### src/rtl/core/slfp_pkg.sv
// Shared types and character codes for the status line field parser.
package slfp_pkg;

  // Parser position within one line.
  typedef enum logic [3:0] {
    ST_START      = 4'd0,
    ST_C1         = 4'd1,
    ST_R1         = 4'd2,
    ST_P1         = 4'd3,
    ST_NUMC       = 4'd4,
    ST_NUMC_DIG   = 4'd5,
    ST_NUMR       = 4'd6,
    ST_NUMR_DIG   = 4'd7,
    ST_SEMI1      = 4'd8,
    ST_SEMI2      = 4'd9,
    ST_NAME_FIRST = 4'd10,
    ST_NAME       = 4'd11,
    ST_RAM        = 4'd12,
    ST_IGNORE     = 4'd13
  } stage_t;

  // Character codes the parser looks for.
  localparam logic [7:0] CH_C     = 8'h43;
  localparam logic [7:0] CH_R     = 8'h52;
  localparam logic [7:0] CH_P     = 8'h50;
  localparam logic [7:0] CH_COLON = 8'h3A;
  localparam logic [7:0] CH_SEMI  = 8'h3B;
  localparam logic [7:0] CH_COMMA = 8'h2C;
  localparam logic [7:0] CH_PLUS  = 8'h2B;
  localparam logic [7:0] CH_MINUS = 8'h2D;
  localparam logic [7:0] CH_SPACE = 8'h20;
  localparam logic [7:0] CH_TAB   = 8'h09;
  localparam logic [7:0] CH_CR    = 8'h0D;
  localparam logic [7:0] CH_ZERO  = 8'h30;
  localparam logic [7:0] CH_NINE  = 8'h39;
  localparam logic [7:0] CH_NUL   = 8'h00;

  // Sign and whitespace tracking codes.
  localparam logic [1:0] SGN_NONE  = 2'd0;
  localparam logic [1:0] SGN_SPACE = 2'd1;
  localparam logic [1:0] SGN_PLUS  = 2'd2;
  localparam logic [1:0] SGN_MINUS = 2'd3;

  // Result kinds.
  localparam logic KIND_ENTRY = 1'b0;
  localparam logic KIND_SUM   = 1'b1;

  // Saturation limits of the number accumulator.
  localparam logic [31:0] MAG_LIMIT = 32'h8000_0000;
  localparam logic [31:0] POS_MAX   = 32'h7FFF_FFFF;

  // Result queue geometry.
  localparam int FIFO_DEPTH = 4;
  localparam int PTR_W      = 2;
  localparam int CNT_W      = 3;

  // One result word.
  typedef struct packed {
    logic        kind;
    logic [3:0]  entry_index;
    logic [55:0] name_text;
    logic [2:0]  name_length;
    logic [55:0] ram_text;
    logic [2:0]  ram_length;
    logic [31:0] cpu_percent;
    logic [31:0] ram_percent;
    logic [4:0]  entry_count;
    logic        last;
  } res_t;

endpackage

### src/rtl/core/status_line_field_parser_core.sv
// Status line field parser: character parser and result queue.
//
// Usage: characters of a line of the form C:<int>;R:<int>;P:name,ram,...
// enter one word per cycle on the in_ channel (valid/ready). A word with
// in_line_end set, or a zero character, closes the line. Each completed
// name/ram entry and the end-of-line summary leave as words on the out_
// channel; out_last marks the final result of the input word that caused it.
// Each result is written into the result queue when its input word is
// accepted. Throughput: one input word per cycle while in_ready is high; the
// parser computes its next state with a shift-and-add multiply by ten for digits.
// A line end closing an open entry produces two results, which drain one at a
// time through the four-word result queue.
// in_ready is high while the queue has room for two words, so input keeps
// flowing while a result waits; a stalled receiver fills the queue and then
// holds off input. Reset (rst_n low, synchronous) returns the parser to line
// start with all values cleared and empties the queue.
module status_line_field_parser_core
  import slfp_pkg::*;
#(
  parameter int MAX_ENTRIES = 16,
  parameter int NAME_BYTES  = 8,
  parameter int RAM_BYTES   = 8
) (
  input  logic        clk,
  input  logic        rst_n,
  input  logic        in_valid,
  output logic        in_ready,
  input  logic [7:0]  in_char_byte,
  input  logic        in_line_end,
  output logic        out_valid,
  input  logic        out_ready,
  output logic        out_kind,
  output logic [3:0]  out_entry_index,
  output logic [55:0] out_name_text,
  output logic [2:0]  out_name_length,
  output logic [55:0] out_ram_text,
  output logic [2:0]  out_ram_length,
  output logic [31:0] out_cpu_percent,
  output logic [31:0] out_ram_percent,
  output logic [4:0]  out_entry_count,
  output logic        out_last
);

  localparam logic [4:0] MAX_CNT   = 5'(MAX_ENTRIES);
  localparam logic [2:0] NAME_KEEP = 3'(NAME_BYTES - 1);
  localparam logic [2:0] RAM_KEEP  = 3'(RAM_BYTES - 1);

  // Parser state.
  stage_t      stage_r, stage_nxt;
  logic [1:0]  sign_r, sign_nxt;
  logic [31:0] accum_r, accum_nxt;
  logic [31:0] cpu_r, cpu_nxt;
  logic [31:0] ram_r, ram_nxt;
  logic [4:0]  cnt_r, cnt_nxt;
  logic [55:0] nbuf_r, nbuf_nxt;
  logic [2:0]  nfill_r, nfill_nxt;
  logic [55:0] rbuf_r, rbuf_nxt;
  logic [2:0]  rfill_r, rfill_nxt;

  // Result queue.
  res_t             fifo_r [FIFO_DEPTH];
  logic [PTR_W-1:0] wr_ptr_r, rd_ptr_r;
  logic [CNT_W-1:0] count_r;

  logic        in_fire, out_fire, eol;
  logic [7:0]  ch;
  logic [35:0] prod;
  logic [31:0] acc_step, fin_val, cpu_fin, ram_fin;
  logic        is_ram_num;
  logic [55:0] nbase;
  logic [2:0]  nfbase;
  res_t        res0, res1;
  logic [1:0]  nres;
  res_t        head;

  function automatic logic is_ws(logic [7:0] c);
    return (c == CH_SPACE) || ((c >= CH_TAB) && (c <= CH_CR));
  endfunction

  function automatic logic is_digit(logic [7:0] c);
    return (c >= CH_ZERO) && (c <= CH_NINE);
  endfunction

  function automatic stage_t from_semi2(logic [7:0] c);
    return (c == CH_P) ? ST_P1 : ST_IGNORE;
  endfunction

  function automatic stage_t from_post_r(logic [7:0] c);
    return (c == CH_SEMI) ? ST_SEMI2 : from_semi2(c);
  endfunction

  function automatic stage_t from_semi1(logic [7:0] c);
    return (c == CH_R) ? ST_R1 : from_post_r(c);
  endfunction

  function automatic stage_t from_post_c(logic [7:0] c);
    return (c == CH_SEMI) ? ST_SEMI1 : from_semi1(c);
  endfunction

  // Place one character in the byte lane selected by the fill count.
  function automatic logic [55:0] put_byte(logic [55:0] b, logic [2:0] fill, logic [7:0] c);
    logic [55:0] r;
    r = b;
    for (int i = 0; i < 7; i++) begin
      if (fill == 3'(i)) begin
        r[i*8 +: 8] = c;
      end
    end
    return r;
  endfunction

  function automatic res_t make_entry(logic [4:0] cnt, logic [55:0] nb, logic [2:0] nf,
                                      logic [55:0] rb, logic [2:0] rf, logic lst);
    res_t r;
    r             = '0;
    r.kind        = KIND_ENTRY;
    r.entry_index = 4'(cnt - 5'd1);
    r.name_text   = nb;
    r.name_length = nf;
    r.ram_text    = rb;
    r.ram_length  = rf;
    r.entry_count = cnt;
    r.last        = lst;
    return r;
  endfunction

  function automatic res_t make_sum(logic [31:0] cpu, logic [31:0] ram, logic [4:0] cnt);
    res_t r;
    r             = '0;
    r.kind        = KIND_SUM;
    r.cpu_percent = cpu;
    r.ram_percent = ram;
    r.entry_count = cnt;
    r.last        = 1'b1;
    return r;
  endfunction

  assign in_ready  = (count_r <= CNT_W'(FIFO_DEPTH - 2));
  assign in_fire   = in_valid && in_ready;
  assign out_valid = (count_r != '0);
  assign out_fire  = out_valid && out_ready;
  assign ch        = in_char_byte;
  assign eol       = in_line_end || (ch == CH_NUL);

  // Accumulator update: times ten by shift and add, saturating at 2^31.
  assign prod     = ({4'd0, accum_r} << 3) + ({4'd0, accum_r} << 1) + {32'd0, ch[3:0]};
  assign acc_step = (prod > {4'd0, MAG_LIMIT}) ? MAG_LIMIT : prod[31:0];

  // Finished value of the number under way.
  assign fin_val = (sign_r == SGN_MINUS) ? (32'd0 - accum_r) :
                   (accum_r[31] ? POS_MAX : accum_r);

  // Next parser state and the results of the accepted word.
  always_comb begin
    stage_nxt  = stage_r;
    sign_nxt   = sign_r;
    accum_nxt  = accum_r;
    cpu_nxt    = cpu_r;
    ram_nxt    = ram_r;
    cnt_nxt    = cnt_r;
    nbuf_nxt   = nbuf_r;
    nfill_nxt  = nfill_r;
    rbuf_nxt   = rbuf_r;
    rfill_nxt  = rfill_r;
    res0       = '0;
    res1       = '0;
    nres       = 2'd0;
    cpu_fin    = cpu_r;
    ram_fin    = ram_r;
    is_ram_num = (stage_r == ST_NUMR) || (stage_r == ST_NUMR_DIG);
    nbase      = nbuf_r;
    nfbase     = nfill_r;
    if (in_fire && eol) begin
      // Line end: close any number, report an open entry, then the summary.
      if (stage_r == ST_NUMC_DIG) begin
        cpu_fin = fin_val;
      end else if (stage_r == ST_NUMR_DIG) begin
        ram_fin = fin_val;
      end
      if (stage_r == ST_RAM) begin
        res0 = make_entry(cnt_r + 5'd1, nbuf_r, nfill_r, rbuf_r, rfill_r, 1'b0);
        res1 = make_sum(cpu_fin, ram_fin, cnt_r + 5'd1);
        nres = 2'd2;
      end else begin
        res0 = make_sum(cpu_fin, ram_fin, cnt_r);
        nres = 2'd1;
      end
      stage_nxt = ST_START;
      sign_nxt  = SGN_NONE;
      accum_nxt = '0;
      cpu_nxt   = '0;
      ram_nxt   = '0;
      cnt_nxt   = '0;
      nbuf_nxt  = '0;
      nfill_nxt = '0;
      rbuf_nxt  = '0;
      rfill_nxt = '0;
    end else if (in_fire) begin
      case (stage_r)
        ST_START: begin
          stage_nxt = (ch == CH_C) ? ST_C1 : from_post_c(ch);
        end
        ST_C1, ST_R1: begin
          if (ch == CH_COLON) begin
            sign_nxt  = SGN_NONE;
            accum_nxt = '0;
            stage_nxt = (stage_r == ST_C1) ? ST_NUMC : ST_NUMR;
          end else begin
            stage_nxt = ST_IGNORE;
          end
        end
        ST_P1: begin
          stage_nxt = (ch == CH_COLON) ? ST_NAME_FIRST : ST_IGNORE;
        end
        ST_NUMC, ST_NUMC_DIG, ST_NUMR, ST_NUMR_DIG: begin
          if (is_digit(ch)) begin
            accum_nxt = acc_step;
            stage_nxt = is_ram_num ? ST_NUMR_DIG : ST_NUMC_DIG;
          end else if ((stage_r == ST_NUMC_DIG) || (stage_r == ST_NUMR_DIG)) begin
            // Number ends; the character is read as what follows it.
            if (is_ram_num) begin
              ram_nxt   = fin_val;
              stage_nxt = from_post_r(ch);
            end else begin
              cpu_nxt   = fin_val;
              stage_nxt = from_post_c(ch);
            end
          end else if (sign_r == SGN_NONE) begin
            if (is_ws(ch)) begin
              sign_nxt = SGN_SPACE;
            end else if (ch == CH_PLUS) begin
              sign_nxt = SGN_PLUS;
            end else if (ch == CH_MINUS) begin
              sign_nxt = SGN_MINUS;
            end else begin
              stage_nxt = is_ram_num ? from_post_r(ch) : from_post_c(ch);
            end
          end else if ((sign_r == SGN_SPACE) &&
                       (is_ws(ch) || (ch == CH_PLUS) || (ch == CH_MINUS))) begin
            if (ch == CH_PLUS) begin
              sign_nxt = SGN_PLUS;
            end else if (ch == CH_MINUS) begin
              sign_nxt = SGN_MINUS;
            end
          end else begin
            stage_nxt = ST_IGNORE;
          end
        end
        ST_SEMI1: begin
          stage_nxt = from_semi1(ch);
        end
        ST_SEMI2: begin
          stage_nxt = from_semi2(ch);
        end
        ST_NAME_FIRST, ST_NAME: begin
          if ((stage_r == ST_NAME_FIRST) && ((cnt_r >= MAX_CNT) || (ch == CH_SEMI))) begin
            stage_nxt = ST_IGNORE;
          end else begin
            // A new entry starts with empty buffers.
            if (stage_r == ST_NAME_FIRST) begin
              nbase     = '0;
              nfbase    = '0;
              nbuf_nxt  = '0;
              nfill_nxt = '0;
              rbuf_nxt  = '0;
              rfill_nxt = '0;
              stage_nxt = ST_NAME;
            end
            if (ch == CH_COMMA) begin
              stage_nxt = ST_RAM;
            end else if (nfbase < NAME_KEEP) begin
              nbuf_nxt  = put_byte(nbase, nfbase, ch);
              nfill_nxt = nfbase + 3'd1;
            end
          end
        end
        ST_RAM: begin
          if (ch == CH_COMMA) begin
            cnt_nxt   = cnt_r + 5'd1;
            res0      = make_entry(cnt_r + 5'd1, nbuf_r, nfill_r, rbuf_r, rfill_r, 1'b1);
            nres      = 2'd1;
            stage_nxt = ST_NAME_FIRST;
          end else if (rfill_r < RAM_KEEP) begin
            rbuf_nxt  = put_byte(rbuf_r, rfill_r, ch);
            rfill_nxt = rfill_r + 3'd1;
          end
        end
        default: begin
          stage_nxt = ST_IGNORE;
        end
      endcase
    end
  end

  // Parser state registers.
  always_ff @(posedge clk) begin
    if (!rst_n) begin
      stage_r <= ST_START;
      sign_r  <= SGN_NONE;
      accum_r <= '0;
      cpu_r   <= '0;
      ram_r   <= '0;
      cnt_r   <= '0;
      nbuf_r  <= '0;
      nfill_r <= '0;
      rbuf_r  <= '0;
      rfill_r <= '0;
    end else begin
      stage_r <= stage_nxt;
      sign_r  <= sign_nxt;
      accum_r <= accum_nxt;
      cpu_r   <= cpu_nxt;
      ram_r   <= ram_nxt;
      cnt_r   <= cnt_nxt;
      nbuf_r  <= nbuf_nxt;
      nfill_r <= nfill_nxt;
      rbuf_r  <= rbuf_nxt;
      rfill_r <= rfill_nxt;
    end
  end

  // Result queue storage; up to two words are written per accepted input.
  always_ff @(posedge clk) begin
    if (nres != 2'd0) begin
      fifo_r[wr_ptr_r] <= res0;
    end
    if (nres == 2'd2) begin
      fifo_r[wr_ptr_r + PTR_W'(1)] <= res1;
    end
  end

  // Result queue pointers and fill count.
  always_ff @(posedge clk) begin
    if (!rst_n) begin
      wr_ptr_r <= '0;
      rd_ptr_r <= '0;
      count_r  <= '0;
    end else begin
      wr_ptr_r <= wr_ptr_r + PTR_W'(nres);
      rd_ptr_r <= rd_ptr_r + PTR_W'(out_fire);
      count_r  <= count_r + CNT_W'(nres) - CNT_W'(out_fire);
    end
  end

  // Head of the queue drives the output word.
  assign head            = fifo_r[rd_ptr_r];
  assign out_kind        = head.kind;
  assign out_entry_index = head.entry_index;
  assign out_name_text   = head.name_text;
  assign out_name_length = head.name_length;
  assign out_ram_text    = head.ram_text;
  assign out_ram_length  = head.ram_length;
  assign out_cpu_percent = head.cpu_percent;
  assign out_ram_percent = head.ram_percent;
  assign out_entry_count = head.entry_count;
  assign out_last        = head.last;

  // The queue never holds more words than it has room for.
  a_fifo_bound: assert property (@(posedge clk) disable iff (!rst_n)
    count_r <= CNT_W'(FIFO_DEPTH))
    else $error("result queue overfilled");

  // A line end always returns the parser to line start with no entries.
  a_eol_clear: assert property (@(posedge clk) disable iff (!rst_n)
    (in_fire && eol) |=> (stage_r == ST_START) && (cnt_r == '0))
    else $error("parser not cleared after line end");

  // Entry results carry a count one past their index.
  a_entry_count: assert property (@(posedge clk) disable iff (!rst_n)
    (out_valid && (out_kind == KIND_ENTRY)) |->
      (out_entry_count == ({1'b0, out_entry_index} + 5'd1)))
    else $error("entry index and count disagree");

  // A summary is always the final result of its input word.
  a_sum_last: assert property (@(posedge clk) disable iff (!rst_n)
    (out_valid && (out_kind == KIND_SUM)) |-> out_last)
    else $error("summary without last flag");

  // The entry counter stays within the configured limit.
  a_cnt_limit: assert property (@(posedge clk) disable iff (!rst_n)
    cnt_r <= MAX_CNT)
    else $error("entry counter past limit");

endmodule

### config.mk
export PLATFORM = sky130hd
export DESIGN_NAME = status_line_field_parser_core
export DESIGN_NICKNAME = d
export VERILOG_FILES = /design/src/rtl/core/slfp_pkg.sv /design/src/rtl/core/status_line_field_parser_core.sv
export SDC_FILE = /design/constraint.sdc
export NUM_CORES = 2
export LEC_CHECK = 0
export BUFFER_PORTS_ARGS = -buffer_cell sky130_fd_sc_hd__buf_4
export CORE_MARGIN = 2
export CORE_UTILIZATION = 55
export DETAILED_ROUTE_END_ITERATION = 16
export GPL_TIMING_DRIVEN = 0
export MAX_ROUTING_LAYER = met4
export PLACE_DENSITY_LB_ADDON = 0.3
export SLEW_MARGIN = 15
export SYNTH_ARGS = -nofsm -noshare
export SYNTH_HDL_FRONTEND = slang
export SYNTH_SLANG_ARGS = --single-unit
### constraint.sdc
create_clock -name clk -period 5.4 [get_ports clk]
set_input_delay 0.27 -clock clk [delete_from_list [all_inputs] [get_ports clk]]
set_output_delay 0.27 -clock clk [all_outputs]
set_load 0.03 [all_outputs]
==> qor.yml <==
finish:
  final_cells: 5794
  final_cell_mix: "720 x dfxtp_1, 559 x nand3_1, 482 x nor2_1"
  drive_gt1_share_pct: 13.8
  area_delta_synth_final_pct: 15.0
  final_common_cell: "dfxtp_1"
  fin_nets: 4751
worst_setup_path:
  crit_fanout: 50
  cpPeakStageDelay_ns: 0.85
  startpoint: "count_r[1]"
  cp.arrival_ns: 5.74
  timing.rr.end: "fifo_r[0][44]"
  critPathRequiredTime_ns: 5.79
  cp-start-kind: "flip-flop"
  r2r_start: "count_r[1]"
  cp_common_cell: "clkbuf_1"
  end_kind: "flip-flop"
  ff2ff_path_depth: 11
  critical_path.slowest_cell: "clkbuf_1"
  reg2reg_slack_ns: 0.05
  critical_path_class: "reg2reg"
  worstPathCellList: "a21oi_1, and2_1, clkbuf_1, o21ai_1, nand2_1, nand2_1, buf_2, clkbuf_1, clkbuf_1, nand2_4, buf_16"
sta:
  max_freq_ghz: 0.187
  skew_ns: 0.0499
  finalSetupViolCount: 0
  fin_crit_ns: 5.35
  tightest_slew_ns: 1.33
  drv_slew: 0
  hold_viol: 0
  rsz0062_at_grt: "no"
  timing.final.crit_share_pct: 99.1
  slew_headroom_pct: 11.6
route:
  drtPass1Iterations: 10
  drt-total-wl_um: 131000
  ant_nets: 0
  via_per_inst: 6.23
  first_iter_violations: 4129
  drt-wirelength-per-cell_um: 22.6
  vias: 36100
  drcViolationCount: 0
synth:
  ys.warnings.count: 0
  synth_top_family_by_area: "simple AND/OR/NAND/NOR gates"
  synth_fp_nets: 4435
  synthMuxAreaShare_pct: 12.4
  synth-compound-area-share_pct: 11.9
  syn_area_per_cell_sq_um: 10.1
  synth.yosys.seq_area_share_pct: 52.5
  synth_fa_ha_area_share_pct: 2.51
  synth-seq-cells: 1004
  synthXorXnorAreaFrac_pct: 1.04
  async_flop_share_pct: 0
  ys.flop_type: "dfxtp_1"
  synth_area_sq_mm: 0.0437
  yosys.area_share.simple_pct: 16.0
  synth_cells: 4336
  synth_edf_count: 284
  synth_cell_type_count: 79
floorplanning:
  die_width_um: 286
  die_h_um: 286
  die_area_sq_mm: 0.0817
  core_area_sq_mm: 0.0787
  rows: 103
  start_util_pct: 55.5
  io_pins: 208
job:
  maxCapViolCount: 0
grt:
  grt.total_usage_pct: 32.4
  grt_pass1_wl_um: 199000
  grt_max_degree: 51
  gr-total-overflow: 0
  grt_pass1_vias: 34800
  antenna_found_initial: 2
clock_tree:
  cts_buffers: 102
  h-tree-depth: 3
  clk_latency_ns: 0.70
  cts_max_path_buffers: 3
  clkTransAtPathRegs_ns: 0.06
  post_cts_buffers: 0
  cts_tree: "done"
  clkSinkCount: 1004
  cts-root-buf: "clkbuf_16"
power:
  p_per_area_mw_per_mm2: 364
  p_total_mw: 18.3
  ir_worst_vdd_uv: 321
  power_leakage_nw: 17.4
min_path:
  worst_hold_path_type: "in2reg"
  min_from: "in_char_byte[1]"
  whs_path_depth: 3
  hold_path_end: "accum_r[1]"
placement:
  io_buffer_count: 207
  dp.cells: 5597
  dp_hpwl_um: 89500
  routabilityCongestion: 0.956
status:
  status: "complete, no violations"
## what timing repair did
action                                 CTS  global route
endpoints found under the hold margin    7             0
gates resized for setup                  0             0
hold buffers                             1             0
## worst max-delay path by stage
stage	to	slack, ns	cells past startpoint
2_1_floorplan	fifo_r[1][4]	1.08	12
3_3_place_gp	fifo_r[0][19]	-2.31	11
3_5_place_dp	fifo_r[0][56]	-0.03	12
4_1_cts	fifo_r[0][56]	0.27	11
5_1_grt	fifo_r[0][12]	0.10	11
6_report	fifo_r[0][44]	0.05	11
## cells in the mapped netlist (19+ instances only)
cell,instances,area [sq um]
clkbuf_1,234,878
and2_1,24,150
buf_2,46,230
o22ai_1,19,119
nand2_1,370,1390
mux2i_1,92,921
nand3_1,559,2800
o21ai_1,115,576
inv_1,29,109
o21ai_0,442,2210
edfxtp_1,284,8530
buf_1,86,323
a21oi_1,224,1120
dfxtp_1,720,14400
nor2_1,482,1810
a31oi_1,25,156
nor3_1,32,160
mux4_2,193,4350
ha_1,83,1040
a32o_1,24,240
xnor2_1,28,245
xor2_1,24,210
## cells by family after synthesis
kind of cell               Yosys count
xor gates and xnor gates            52
adders and majority gates           86
DFF                               1004
buffers and inverters              400
muxes                              291
and+or+nand+nor                   1561
AOI/OAI and AO/OA                  942
## sequential cells by signal (all words and copies together) (netlist names)
register and cells:
nbuf_r 56, sign_r 2, cnt_r 5, accum_r 32, nfill_r 3, rfill_r 3
cpu_r 32, rd_ptr_r 2, stage_r 4, fifo_r 772, rbuf_r 56, count_r 3
ram_r 32, wr_ptr_r 2
## critical path: cells and delay by family (launching register included)
| family | cells | cell delay [ns] |
|---|---|---|
| AO/OA/AOI/OAI | 2 | 0.66 |
| buffers and inverters | 5 | 2.48 |
| flip-flops | 1 | 0.36 |
| AND/OR/NAND/NOR | 4 | 1.49 |
## metal layers
layer  wire length, um  up-vias  track usage, %
li1                  -    16300               -
met2             62500     1698            51.4
met1             50400    17700            40.5
met5                 0        -               -
met3             11600      344            5.65
met4              6390        0            15.1
## area by class of cell
cell class                 instances  area (sq um)
fill                            6364         28500
sequential                      1004         22900
multi-input combinational       2932         19200
clock buffer                     150          2960
timing repair buffer             212          1660
buffer                           371          1480
tap                             1050          1310
clock inverter                    43           579
inverter                          29           109
antenna                            3          7.51
## metrics by stage
| stage | util (%) | setup TNS (ns) | instance area (sq um) | setup WS (ns) | hold slack (ns) |
|---|---|---|---|---|---|
| after floorplan | - | 0 | 43700 | 1.08 | 0.392 |
| after global placement | 59.1 | -452.12 | 46500 | -2.31 | 0.439 |
| after detailed placement | 59.3 | -1.24 | 46700 | -0.0292 | 0.444 |
| after CTS | 63.8 | 0 | 50200 | 0.273 | 0.0459 |
| after global routing | 63.8 | 0 | 50200 | 0.103 | 0.0860 |
| final | 63.8 | 0 | 50200 | 0.0499 | 0.0755 |
## report_power, final
part           total, mW  internal, mW  switching (mW)
registers           7.89          7.85          0.0384
logic               3.03          1.04            1.99
clock network       7.37          4.27            3.10
(Power assumes the default switching activity.)
